$ cat config.mk
export PLATFORM = sky130hd
export DESIGN_NAME = rpn_stack_calculator_top
export DESIGN_NICKNAME = d
export VERILOG_FILES = /design/src/hw/rtl/rpn_pkg.sv /design/src/hw/rtl/rpn_stack_calculator_top.sv
export SDC_FILE = /design/constraint.sdc
export NUM_CORES = 2
export LEC_CHECK = 0
export ABC_AREA = 0
export CORE_ASPECT_RATIO = 1.5
export CORE_MARGIN = 3
export CORE_UTILIZATION = 55
export CTS_CLUSTER_DIAMETER = 120
export DETAILED_ROUTE_END_ITERATION = 8
export DONT_BUFFER_PORTS = 1
export PLACE_DENSITY = 0.7
export SYNTH_ARGS = -nofsm -noshare
export SYNTH_HDL_FRONTEND = slang
export SYNTH_SLANG_ARGS = --single-unit
$ cat constraint.sdc
create_clock -name clk_i -period 12.84 [get_ports clk_i]
set_input_delay 2.568 -clock clk_i [delete_from_list [all_inputs] [get_ports clk_i]]
set_output_delay 2.568 -clock clk_i [all_outputs]
set_load 0.05 [all_outputs]
$ cat src/hw/rtl/rpn_pkg.sv
`default_nettype none

package rpn_pkg;

  localparam int DATA_W          = 32;
  localparam int DEPTH_W         = 7;
  localparam int ACT_W           = 3;
  localparam int ST_W            = 3;
  localparam int CNT_W           = 5;
  localparam int DefStackDepth   = 64;

  localparam logic [ACT_W-1:0] ACT_POP   = 3'd0;
  localparam logic [ACT_W-1:0] ACT_PUSH  = 3'd1;
  localparam logic [ACT_W-1:0] ACT_CLEAR = 3'd2;
  localparam logic [ACT_W-1:0] ACT_ADD   = 3'd3;
  localparam logic [ACT_W-1:0] ACT_MUL   = 3'd4;
  localparam logic [ACT_W-1:0] ACT_DIV   = 3'd5;
  localparam logic [ACT_W-1:0] ACT_SUB   = 3'd6;

  localparam logic [ST_W-1:0] ST_OK      = 3'd0;
  localparam logic [ST_W-1:0] ST_UNDER   = 3'd1;
  localparam logic [ST_W-1:0] ST_OVER    = 3'd2;
  localparam logic [ST_W-1:0] ST_DIVZ    = 3'd3;
  localparam logic [ST_W-1:0] ST_INVALID = 3'd4;

  typedef struct packed {
    logic [ACT_W-1:0]         action;
    logic signed [DATA_W-1:0] push_value;
  } rpn_cmd_t;

  typedef struct packed {
    logic signed [DATA_W-1:0] top_value;
    logic signed [DATA_W-1:0] popped_value;
    logic [DEPTH_W-1:0]       stack_depth;
    logic [ST_W-1:0]          status;
  } rpn_res_t;

endpackage

`default_nettype wire

$ cat src/hw/rtl/rpn_stack_calculator_top.sv
// Channel  | Direction | Ports                 | Handshake
// command  | in        | cmd_i                 | taken when start && !busy
// result   | out       | res_o                 | one-cycle strobe res_valid_o
//
// Push, clear, invalid commands and all underflow/overflow cases: busy stays low,
// result on the cycle after the item is taken. Pop: busy in S_TOP (stack read).
// Add/subtract: busy in S_LOAD, S_WB. Multiply/divide: S_LOAD, S_EXEC, S_WB;
// S_EXEC steps the shared 33-bit adder one bit per cycle (shift-add, restoring
// divide). Divide by zero: S_LOAD, S_TOP. Reset empties the stack at once; the
// stack memory itself is not cleared. Results cannot be stalled by the receiver.
`default_nettype none

module rpn_stack_calculator_top #(
  parameter int STACK_DEPTH = rpn_pkg::DefStackDepth
) (
  input  wire logic              clk_i,
  input  wire logic              rst_ni,
  input  wire logic              start,
  output logic                   busy,
  input  wire rpn_pkg::rpn_cmd_t cmd_i,
  output logic                   res_valid_o,
  output rpn_pkg::rpn_res_t      res_o
);
  import rpn_pkg::*;

  localparam int AW  = (STACK_DEPTH > 1) ? $clog2(STACK_DEPTH) : 1;
  localparam int SPW = $clog2(STACK_DEPTH + 1);

  localparam logic [2:0] S_IDLE = 3'd0;
  localparam logic [2:0] S_LOAD = 3'd1;
  localparam logic [2:0] S_EXEC = 3'd2;
  localparam logic [2:0] S_WB   = 3'd3;
  localparam logic [2:0] S_TOP  = 3'd4;

  logic [DATA_W-1:0] mem [STACK_DEPTH];

  logic [2:0]        state_q, state_d;
  logic [SPW-1:0]    sp_q, sp_d;
  logic [DATA_W-1:0] top_q, top_d;
  logic [ACT_W-1:0]  op_q, op_d;
  logic [DATA_W-1:0] acc_q, acc_d;
  logic [DATA_W-1:0] opb_q, opb_d;
  logic [DATA_W-1:0] quo_q, quo_d;
  logic [CNT_W-1:0]  cnt_q, cnt_d;
  logic              neg_q, neg_d;
  logic [ST_W-1:0]   status_q, status_d;
  logic [DATA_W-1:0] popped_q, popped_d;
  logic              res_valid_q, res_valid_d;
  rpn_res_t          res_q, res_d;

  logic [DATA_W-1:0] rd_q;
  logic [AW-1:0]     raddr, waddr;
  logic              we;
  logic [DATA_W-1:0] wdata;

  logic [SPW-1:0]    sp_m1, sp_m2, sp_m3, sp_p1;
  logic              accept;
  logic [DATA_W:0]   add_a, add_b, sum;
  logic              add_sub;
  logic [DATA_W:0]   rem_sh;
  logic [DATA_W-1:0] y_mag, x_mag, wb_val;

  function automatic rpn_res_t make_res(logic [SPW-1:0] sp, logic [DATA_W-1:0] top,
                                        logic [DATA_W-1:0] popped, logic [ST_W-1:0] st);
    rpn_res_t r;
    r.top_value    = (sp == '0) ? '0 : top;
    r.popped_value = popped;
    r.stack_depth  = DEPTH_W'(sp);
    r.status       = st;
    return r;
  endfunction

  assign accept = start && !busy;
  assign sp_m1  = sp_q - SPW'(1);
  assign sp_m2  = sp_q - SPW'(2);
  assign sp_m3  = sp_q - SPW'(3);
  assign sp_p1  = sp_q + SPW'(1);

  assign rem_sh = {acc_q, quo_q[DATA_W-1]};
  assign y_mag  = rd_q[DATA_W-1] ? (~rd_q + 1'b1) : rd_q;
  assign x_mag  = top_q[DATA_W-1] ? (~top_q + 1'b1) : top_q;
  assign wb_val = (op_q != ACT_DIV) ? acc_q : (neg_q ? (~quo_q + 1'b1) : quo_q);

  // shared adder/subtractor
  always_comb begin
    add_a   = {1'b0, rd_q};
    add_b   = {1'b0, top_q};
    add_sub = (op_q == ACT_SUB);
    if (state_q == S_EXEC) begin
      if (op_q == ACT_DIV) begin
        add_a   = rem_sh;
        add_b   = {1'b0, opb_q};
        add_sub = 1'b1;
      end else begin
        add_a   = {1'b0, acc_q};
        add_b   = {1'b0, opb_q};
        add_sub = 1'b0;
      end
    end
  end

  assign sum = add_a + (add_sub ? ~add_b : add_b) + (DATA_W+1)'(add_sub);

  always_comb begin
    state_d     = state_q;
    sp_d        = sp_q;
    top_d       = top_q;
    op_d        = op_q;
    acc_d       = acc_q;
    opb_d       = opb_q;
    quo_d       = quo_q;
    cnt_d       = cnt_q;
    neg_d       = neg_q;
    status_d    = status_q;
    popped_d    = popped_q;
    res_valid_d = 1'b0;
    res_d       = res_q;
    raddr       = sp_m2[AW-1:0];
    we          = 1'b0;
    waddr       = sp_q[AW-1:0];
    wdata       = cmd_i.push_value;

    unique case (state_q)
      S_IDLE: begin
        if (accept) begin
          op_d = cmd_i.action;
          unique case (cmd_i.action)
            ACT_POP: begin
              if (sp_q == '0) begin
                res_valid_d = 1'b1;
                res_d       = make_res(sp_q, top_q, '0, ST_UNDER);
              end else begin
                popped_d = top_q;
                status_d = ST_OK;
                sp_d     = sp_m1;
                state_d  = S_TOP;
              end
            end
            ACT_PUSH: begin
              res_valid_d = 1'b1;
              if (sp_q == SPW'(STACK_DEPTH)) begin
                res_d = make_res(sp_q, top_q, '0, ST_OVER);
              end else begin
                we    = 1'b1;
                top_d = cmd_i.push_value;
                sp_d  = sp_p1;
                res_d = make_res(sp_p1, cmd_i.push_value, '0, ST_OK);
              end
            end
            ACT_CLEAR: begin
              sp_d        = '0;
              res_valid_d = 1'b1;
              res_d       = make_res('0, top_q, '0, ST_OK);
            end
            ACT_ADD, ACT_MUL, ACT_DIV, ACT_SUB: begin
              if (sp_q < SPW'(2)) begin
                res_valid_d = 1'b1;
                res_d       = make_res(sp_q, top_q, '0, ST_UNDER);
              end else begin
                state_d = S_LOAD;
              end
            end
            default: begin
              res_valid_d = 1'b1;
              res_d       = make_res(sp_q, top_q, '0, ST_INVALID);
            end
          endcase
        end
      end
      S_LOAD: begin
        cnt_d = '0;
        priority if (op_q == ACT_MUL) begin
          acc_d   = '0;
          opb_d   = rd_q;
          quo_d   = top_q;
          state_d = S_EXEC;
        end else if (op_q == ACT_DIV && top_q == '0) begin
          raddr    = sp_m3[AW-1:0];
          sp_d     = sp_m2;
          status_d = ST_DIVZ;
          popped_d = '0;
          state_d  = S_TOP;
        end else if (op_q == ACT_DIV) begin
          acc_d   = '0;
          opb_d   = x_mag;
          quo_d   = y_mag;
          neg_d   = rd_q[DATA_W-1] ^ top_q[DATA_W-1];
          state_d = S_EXEC;
        end else begin
          acc_d   = sum[DATA_W-1:0];
          state_d = S_WB;
        end
      end
      S_EXEC: begin
        cnt_d = cnt_q + 1'b1;
        if (op_q == ACT_DIV) begin
          if (!sum[DATA_W]) begin
            acc_d = sum[DATA_W-1:0];
            quo_d = {quo_q[DATA_W-2:0], 1'b1};
          end else begin
            acc_d = rem_sh[DATA_W-1:0];
            quo_d = {quo_q[DATA_W-2:0], 1'b0};
          end
        end else begin
          if (quo_q[0]) begin
            acc_d = sum[DATA_W-1:0];
          end
          opb_d = {opb_q[DATA_W-2:0], 1'b0};
          quo_d = {1'b0, quo_q[DATA_W-1:1]};
        end
        if (cnt_q == '1) begin
          state_d = S_WB;
        end
      end
      S_WB: begin
        we          = 1'b1;
        waddr       = sp_m2[AW-1:0];
        wdata       = wb_val;
        top_d       = wb_val;
        sp_d        = sp_m1;
        res_valid_d = 1'b1;
        res_d       = make_res(sp_m1, wb_val, '0, ST_OK);
        state_d     = S_IDLE;
      end
      S_TOP: begin
        top_d       = rd_q;
        res_valid_d = 1'b1;
        res_d       = make_res(sp_q, rd_q, popped_q, status_q);
        state_d     = S_IDLE;
      end
      default: begin
        state_d = S_IDLE;
      end
    endcase
  end

  always_ff @(posedge clk_i) begin
    if (we) begin
      mem[waddr] <= wdata;
    end
    rd_q <= mem[raddr];
  end

  always_ff @(posedge clk_i or negedge rst_ni) begin
    if (!rst_ni) begin
      state_q     <= S_IDLE;
      sp_q        <= '0;
      cnt_q       <= '0;
      res_valid_q <= 1'b0;
    end else begin
      state_q     <= state_d;
      sp_q        <= sp_d;
      cnt_q       <= cnt_d;
      res_valid_q <= res_valid_d;
    end
  end

  always_ff @(posedge clk_i) begin
    top_q    <= top_d;
    op_q     <= op_d;
    acc_q    <= acc_d;
    opb_q    <= opb_d;
    quo_q    <= quo_d;
    neg_q    <= neg_d;
    status_q <= status_d;
    popped_q <= popped_d;
    res_q    <= res_d;
  end

  assign busy        = (state_q != S_IDLE);
  assign res_valid_o = res_valid_q;
  assign res_o       = res_q;

  a_sp_range: assert property (@(posedge clk_i) disable iff (!rst_ni)
    sp_q <= SPW'(STACK_DEPTH))
    else $error("stack pointer beyond depth");

  a_cnt_idle: assert property (@(posedge clk_i) disable iff (!rst_ni)
    (state_q != S_EXEC) |-> (cnt_q == '0))
    else $error("iteration counter running outside execute");

  a_strobe_cause: assert property (@(posedge clk_i) disable iff (!rst_ni)
    res_valid_o |-> $past(accept || busy))
    else $error("result without an item in flight");

  a_over_full: assert property (@(posedge clk_i) disable iff (!rst_ni)
    (res_valid_o && res_o.status == ST_OVER) |-> (sp_q == SPW'(STACK_DEPTH)))
    else $error("overflow flagged on a stack that is not full");

endmodule

`default_nettype wire

# Word level (Yosys, flattened, before mapping)
# Memory sizes are Yosys's and may differ from the RTL's. A register that Yosys moved wholly into a read port is not among the register bits.
# Index checks and enable logic that the tools add are counted.
dict set report word_totals {
  n_memories 1
  in_bits 38
  out_inout_bits 76
  ram_bits 2048
  wordCells 183
  reg_bits 257
}
# memory words word_bits read_ports rd_clocked_by_memory_dff write_ports line_no
set memory_table {}
lappend memory_table {mem 64 32 1 1 1 rpn_stack_calculator_top.sv:35} ;# logic [DATA_W-1:0] mem [STACK_DEPTH];
dict set report op_classes {
  eq_ne 35
  reduce_logical 26
  add_sub_neg 10
  n_bitwise 7
  mux 87
  order_cmp 1
}
# operator count
set op_table {}
lappend op_table {{two-way mux 32 bit} 32}
lappend op_table {{two-way mux 74 bit} 4}
lappend op_table {{one-hot mux 74 bit (4 select lines)} 1}
lappend op_table {{one-hot mux 32 bit (2 select lines)} 4}
lappend op_table {{one-hot mux 74 bit (3 select lines)} 1}
lappend op_table {{two-way mux 33 bit} 3}
lappend op_table {{adder 32 x 1 -> 32 bit (second input constant)} 3}
lappend op_table {{NOT 32 bit} 3}
lappend op_table {{one-hot mux 32 bit (3 select lines)} 1}
lappend op_table {{one-hot mux 7 bit (3 select lines)} 2}
lappend op_table {{two-way mux 7 bit} 5}
lappend op_table {{adder 33 x 1 -> 33 bit} 1}
lappend op_table {{adder 33 bit} 1}
lappend op_table {{two-way mux 3 bit} 11}
lappend op_table {{NOT 33 bit} 1}
lappend op_table {{logical NOT 32 bit} 1}
lappend op_table {{two-way mux 6 bit} 4}
lappend op_table {{inequality test 3 bit (second input constant)} 8}
lappend op_table {{== test 3 bit (second input constant)} 7}
lappend op_table {{logical NOT 7 bit} 3}
lappend op_table {{AND reduction 4 bit} 4}
lappend op_table {{== test 3 x 2 -> 1 bit (second input constant)} 4}
lappend op_table {{two-way mux 1 bit} 12}
lappend op_table {{inequality test 2 bit (second input constant)} 6}
lappend op_table {{31 further kinds} 44}

# Longest topological paths before layout
dict set report logic_depth {
  ltp_word 10
  depth_mapped 19
  mapped_depth_nobuf 15
}

# Worst setup path after synthesis
# No wires, ideal clock.
dict set report synth_path {
  path_kind {input to register}
  from {in cmd_i[32] (netlist bit)}
  to {reg res_q, in the netlist res_o[0] (enable)}
  setup_time_ps 616
  t_required_ps 12224
  path_stages 5
  path_buffers 1
  arrival_time_ps 8662
  slack_ps 3562
  cell_sequence {clkbuf_1 nand2_1 xnor2_1 a21oi_1 o31ai_1}
}
dict set report synth_via {
  elab_chain_cells 4
  word_cells_on_any_way 9
  cone_classes {eq/ne: 6; reduce/logical: 3}
}
# item line_no
set synth_rtl {}
lappend synth_rtl {{start: declaration} rpn_stack_calculator_top.sv:20} ;# input wire rpn_pkg::rpn_cmd_t cmd_i,
lappend synth_rtl {{== test 3 x 2 -> 1 bit or == test 3 bit (tied branches)} rpn_stack_calculator_top.sv:127} ;# unique case (cmd_i.action)
lappend synth_rtl {{OR reduction 4 bit} rpn_stack_calculator_top.sv:127}
lappend synth_rtl {{inequality test 3 bit (no line)} --}
lappend synth_rtl {{AND reduction 4 bit (no line) (*)} --}
lappend synth_rtl {{end signal: assignment} rpn_stack_calculator_top.sv:267} ;# res_q <= res_d;
lappend synth_rtl {{end: declaration} rpn_stack_calculator_top.sv:49} ;# rpn_res_t res_q, res_d;
# Mark *: on every way between the ends. The rest lies on a longest branch, timed or not.
# A chain may end at the register's enable or synchronous reset.

# Worst setup path in the final report
dict set report layout_path {
  from {reg state_q[2]}
  to {reg rd_q[21] (read register of mem)}
}
dict set report layout_via {
  elab_chain_cells 2
}
# item line_no
set layout_rtl {}
lappend layout_rtl {{start: declaration} rpn_stack_calculator_top.sv:37} ;# logic [2:0] state_q, state_d;
lappend layout_rtl {{start signal: assignment} rpn_stack_calculator_top.sv:251} ;# state_q <= state_d;
lappend layout_rtl {{== test 3 x 1 -> 1 bit} rpn_stack_calculator_top.sv:123} ;# unique case (state_q)
lappend layout_rtl {{two-way mux 6 bit} rpn_stack_calculator_top.sv:123}
lappend layout_rtl {{end: declaration} rpn_stack_calculator_top.sv:51} ;# logic [DATA_W-1:0] rd_q;
# No other way between the ends.

==> results.md <==
* Status: finished, violations left
* Via count at 72549
* Mapped Nets at 7763
* Final #Nets at 7622
* Max Fclk at 0.1355 GHz
* Reg-to-Reg Start: state_q[2]
* Crit Path Max Fanout at 80
* RePlAce Congestion at 0.9811
* Setup violators final at 0
* Via density per instance at 7.029
* Total CTS buffers at 219
* I/O Pins at 114
* Most used DFF post-synth: edfxtp_1
* Die Span X at 366.4 um
* Postcts setup bufs at 0
* Critical path, cell by cell: nand2b_1 -> or2_2 -> inv_1 -> nand2_1 -> o21ai_4 -> buf_4 -> nand2_8 -> buf_4 -> buf_4 -> a211oi_1 -> nor4_1 -> a2111oi_1 -> buf_4 -> nand4_1
* #FFs+latches synth at 2335
* Post-synthesis instance total at 7681
* Power Dens Cells at 277.9 nW/um2
* # fillers at 14188
* CP Data Required Time at 13.60 ns
* Crit-path most repeated cell: buf_4
* Final TNS setup at 0 ns
* Fin crit share at 57.48%
* TritonCTS clock tree: yes
* Layout cells sized above 1 at 12.70%
* Worst path slowest cell: a2111oi_1
* CP Launch Point: state_q[2]
* Clk_lat worst skew at 0.92 ns
* Worst IR drop on VDD at 0.0003769 V
* Failing checks: max-capacitance violations, max-slew violations
* Fin crit period at 7.380 ns
* Leakage at 40.37 nW
* H-tree level count at 4
* CORE AREA at 193000 um2
* P&R area growth vs syn at 10.23%
* WL/cell at 34.46 um
* Drt initial violations at 9961
* Placement row count at 197
* Family with the most delay on the worst path: buffers and inverters
* CP endpoint kind: flip-flop
* CTS clk-pin slew, worst paths at 0.07 ns
* YS warnings at 0
* Vias in the first global route at 70354
* Initial cell density of the core at 55.52%
* Startpoint Class: flip-flop
* Slew HR at -14.67%
* Post-cts gate resize count at 0
* Clock Root Buffer: clkbuf_16
* Worst Hold Class: flip-flop to flip-flop
* Post-synth cell types at 82
* CP max stage delay at 1.21 ns
* Critical path arrival at 8.14 ns
* Total track usage at 34.92%
* CTS Buffer Depth at 4
* Number of flops mapped to enable cells by yosys at 2287
* Kind of critical path: flip-flop to flip-flop
* Synth async-reset ratio at 0.6852%
* Max Slew Vio Count at 3
* Skew final at 0.09135 ns
* Total gr overflow at 0
* RSZ-0062 raised after global routing: no
* # DRC at 0
* I/O Buffers at 0
* Clk sink count at 2335
* CTS Hold Bufs at 0
* Max_cap viols at 3
* Worst-Margin Slew at 1.716 ns
* Final hold slack at 0.4986 ns
* Initial antenna violation count at 35
* Final Util at 61.20%
* CP bufs+invs at 5
* Worst Hold Launch: cnt_q[3]
* Total Routed Length at 355600 um
* Syn Std Cell Area at 107200 um2
* Final ANT Viol Nets at 0
* Die Height at 546.6 um
* Sequential share of the synthesized area at 65.06%
* Die ar. at 200300 um2
* First-pass GRT wire length at 506300 um
* Largest net degree at the start of global routing at 169
* Final Hold Fails at 0
* Pre-antenna DRT Iters at 6
* Post-DP HPWL at 212200 um
* Avg Cell Area, Syn at 13.95 um2
-- cell usage after synthesis (all sizes together) (134+ instances only) --
cell    number  area (um2)
nor2       306        1154
clkbuf     521        1956
mux4       176        3964
and3       506        3166
a21oi      134       670.6
nand3      173       865.8
mux2i      802        8028
o21ai      204        1025
buf        137       640.6
a211oi     469        3526
edfxtp    2287       68680
nand2      562        2112
nor3       165       825.8
-- worst register-to-register path: cells and delay by family (launching register included) --
kind / cells / cell delay (ns)
AND/OR/NAND/NOR: 6 / 2.08
flip-flops: 1 / 0.77
buffers and inverters: 5 / 2.46
AO/OA/AOI/OAI: 3 / 1.94
-- final timing paths --
kind	slack [ns]	cells past startpoint	end
max	5.46	14	rd_q[21]
min	0.50	1	cnt_q[3]
max reg2reg	5.46	14	rd_q[21]
min reg2reg	0.50	1	cnt_q[3]
max in group asynchronous	11.33	0	sp_q[0]
min in group asynchronous	1.37	0	cnt_q[1]
-- registers in the layout (all words and copies together), names as in the netlist, 5 cells and up --
name / cells
popped_q: 32
cnt_q: 5
top_q: 32
sp_q: 7
quo_q: 32
acc_q: 32
rd_q: 32
opb_q: 32
mem: 2048
res_o: 74
-- metal layers --
| layer | part of all wire [%] | up-vias | track usage (%) |
|---|---|---|---|
| met5 | 0.028 | - | 0 |
| met4 | 10 | 16 | 29.80 |
| li1 | - | 30198 | - |
| met3 | 10 | 1243 | 8.343 |
| met2 | 46 | 4683 | 54.52 |
| met1 | 33 | 36409 | 40.83 |
-- layout make-up --
class	instances	area (um2)	share of cell area [%]
antenna	28	70.07	0.05932
inverter	36	142.6	0.1208
clock inverter	110	1031	0.8728
clock buffer	277	5831	4.936
sequential	2335	69720	59.02
timing repair buffer	296	2316	1.961
tap	2587	3237	2.740
multi-input combinational	4652	35770	30.29
-- where the power goes --
part           leakage [nW]  internal (mW)  total (mW)  switching (mW)
Clock                  3.35           3.55        6.39            2.84
Combinational          15.9           5.56        15.8            10.2
Sequential             21.1           9.62        10.7            1.06
Total                  40.4           18.7        32.8            14.1
-- metrics by stage --
| stage | cells | cell area (um2) | power [mW] | worst slack [ns] |
|---|---|---|---|---|
| floorplan | 7681 | 107200 | 20.68 | 3.562 |
| global placement | 9889 | 111000 | 25.64 | 3.757 |
| detailed placement | 9905 | 111200 | 26.07 | 5.753 |
| CTS | 10292 | 118000 | 32.36 | 5.764 |
| global route | 10295 | 118100 | 33.84 | 5.397 |
| finish | 10321 | 118100 | 32.82 | 5.460 |
-- placed cells by master, fill, tap and decap left out, drive strengths merged, types with 42 or more instances in the layout --
master	n
edfxtp	2287
mux2i	802
nand2	562
and3	506
a211oi	469
nor2	306
buf	291
clkbuf	278
o21ai	204
mux4	176
nand3	173
nor3	165
a21oi	134
xor2	110
nor4	108
a2111oi	97
a31oi	89
clkinv	78
a22oi	67
a32o	65
a32oi	53
xnor2	50
ha	43
inv	43
nand4	42
-- kinds of logic (layout without fill, tap and decap cells) --
kind of cell | after synthesis | in the layout | synth area share, %
buffers and inverters | 694 | 719 | 2.549
multiplexers | 994 | 994 | 11.36
XOR/XNOR | 160 | 160 | 1.308
adder cells (fa/ha/maj) | 44 | 44 | 0.5208
AO/OA/AOI/OAI | 1467 | 1467 | 9.922
other | 0 | 28 | 0
flip-flops | 2335 | 2335 | 65.06
AND/OR/NAND/NOR | 1987 | 1987 | 9.282
(Power assumes the default switching activity.)
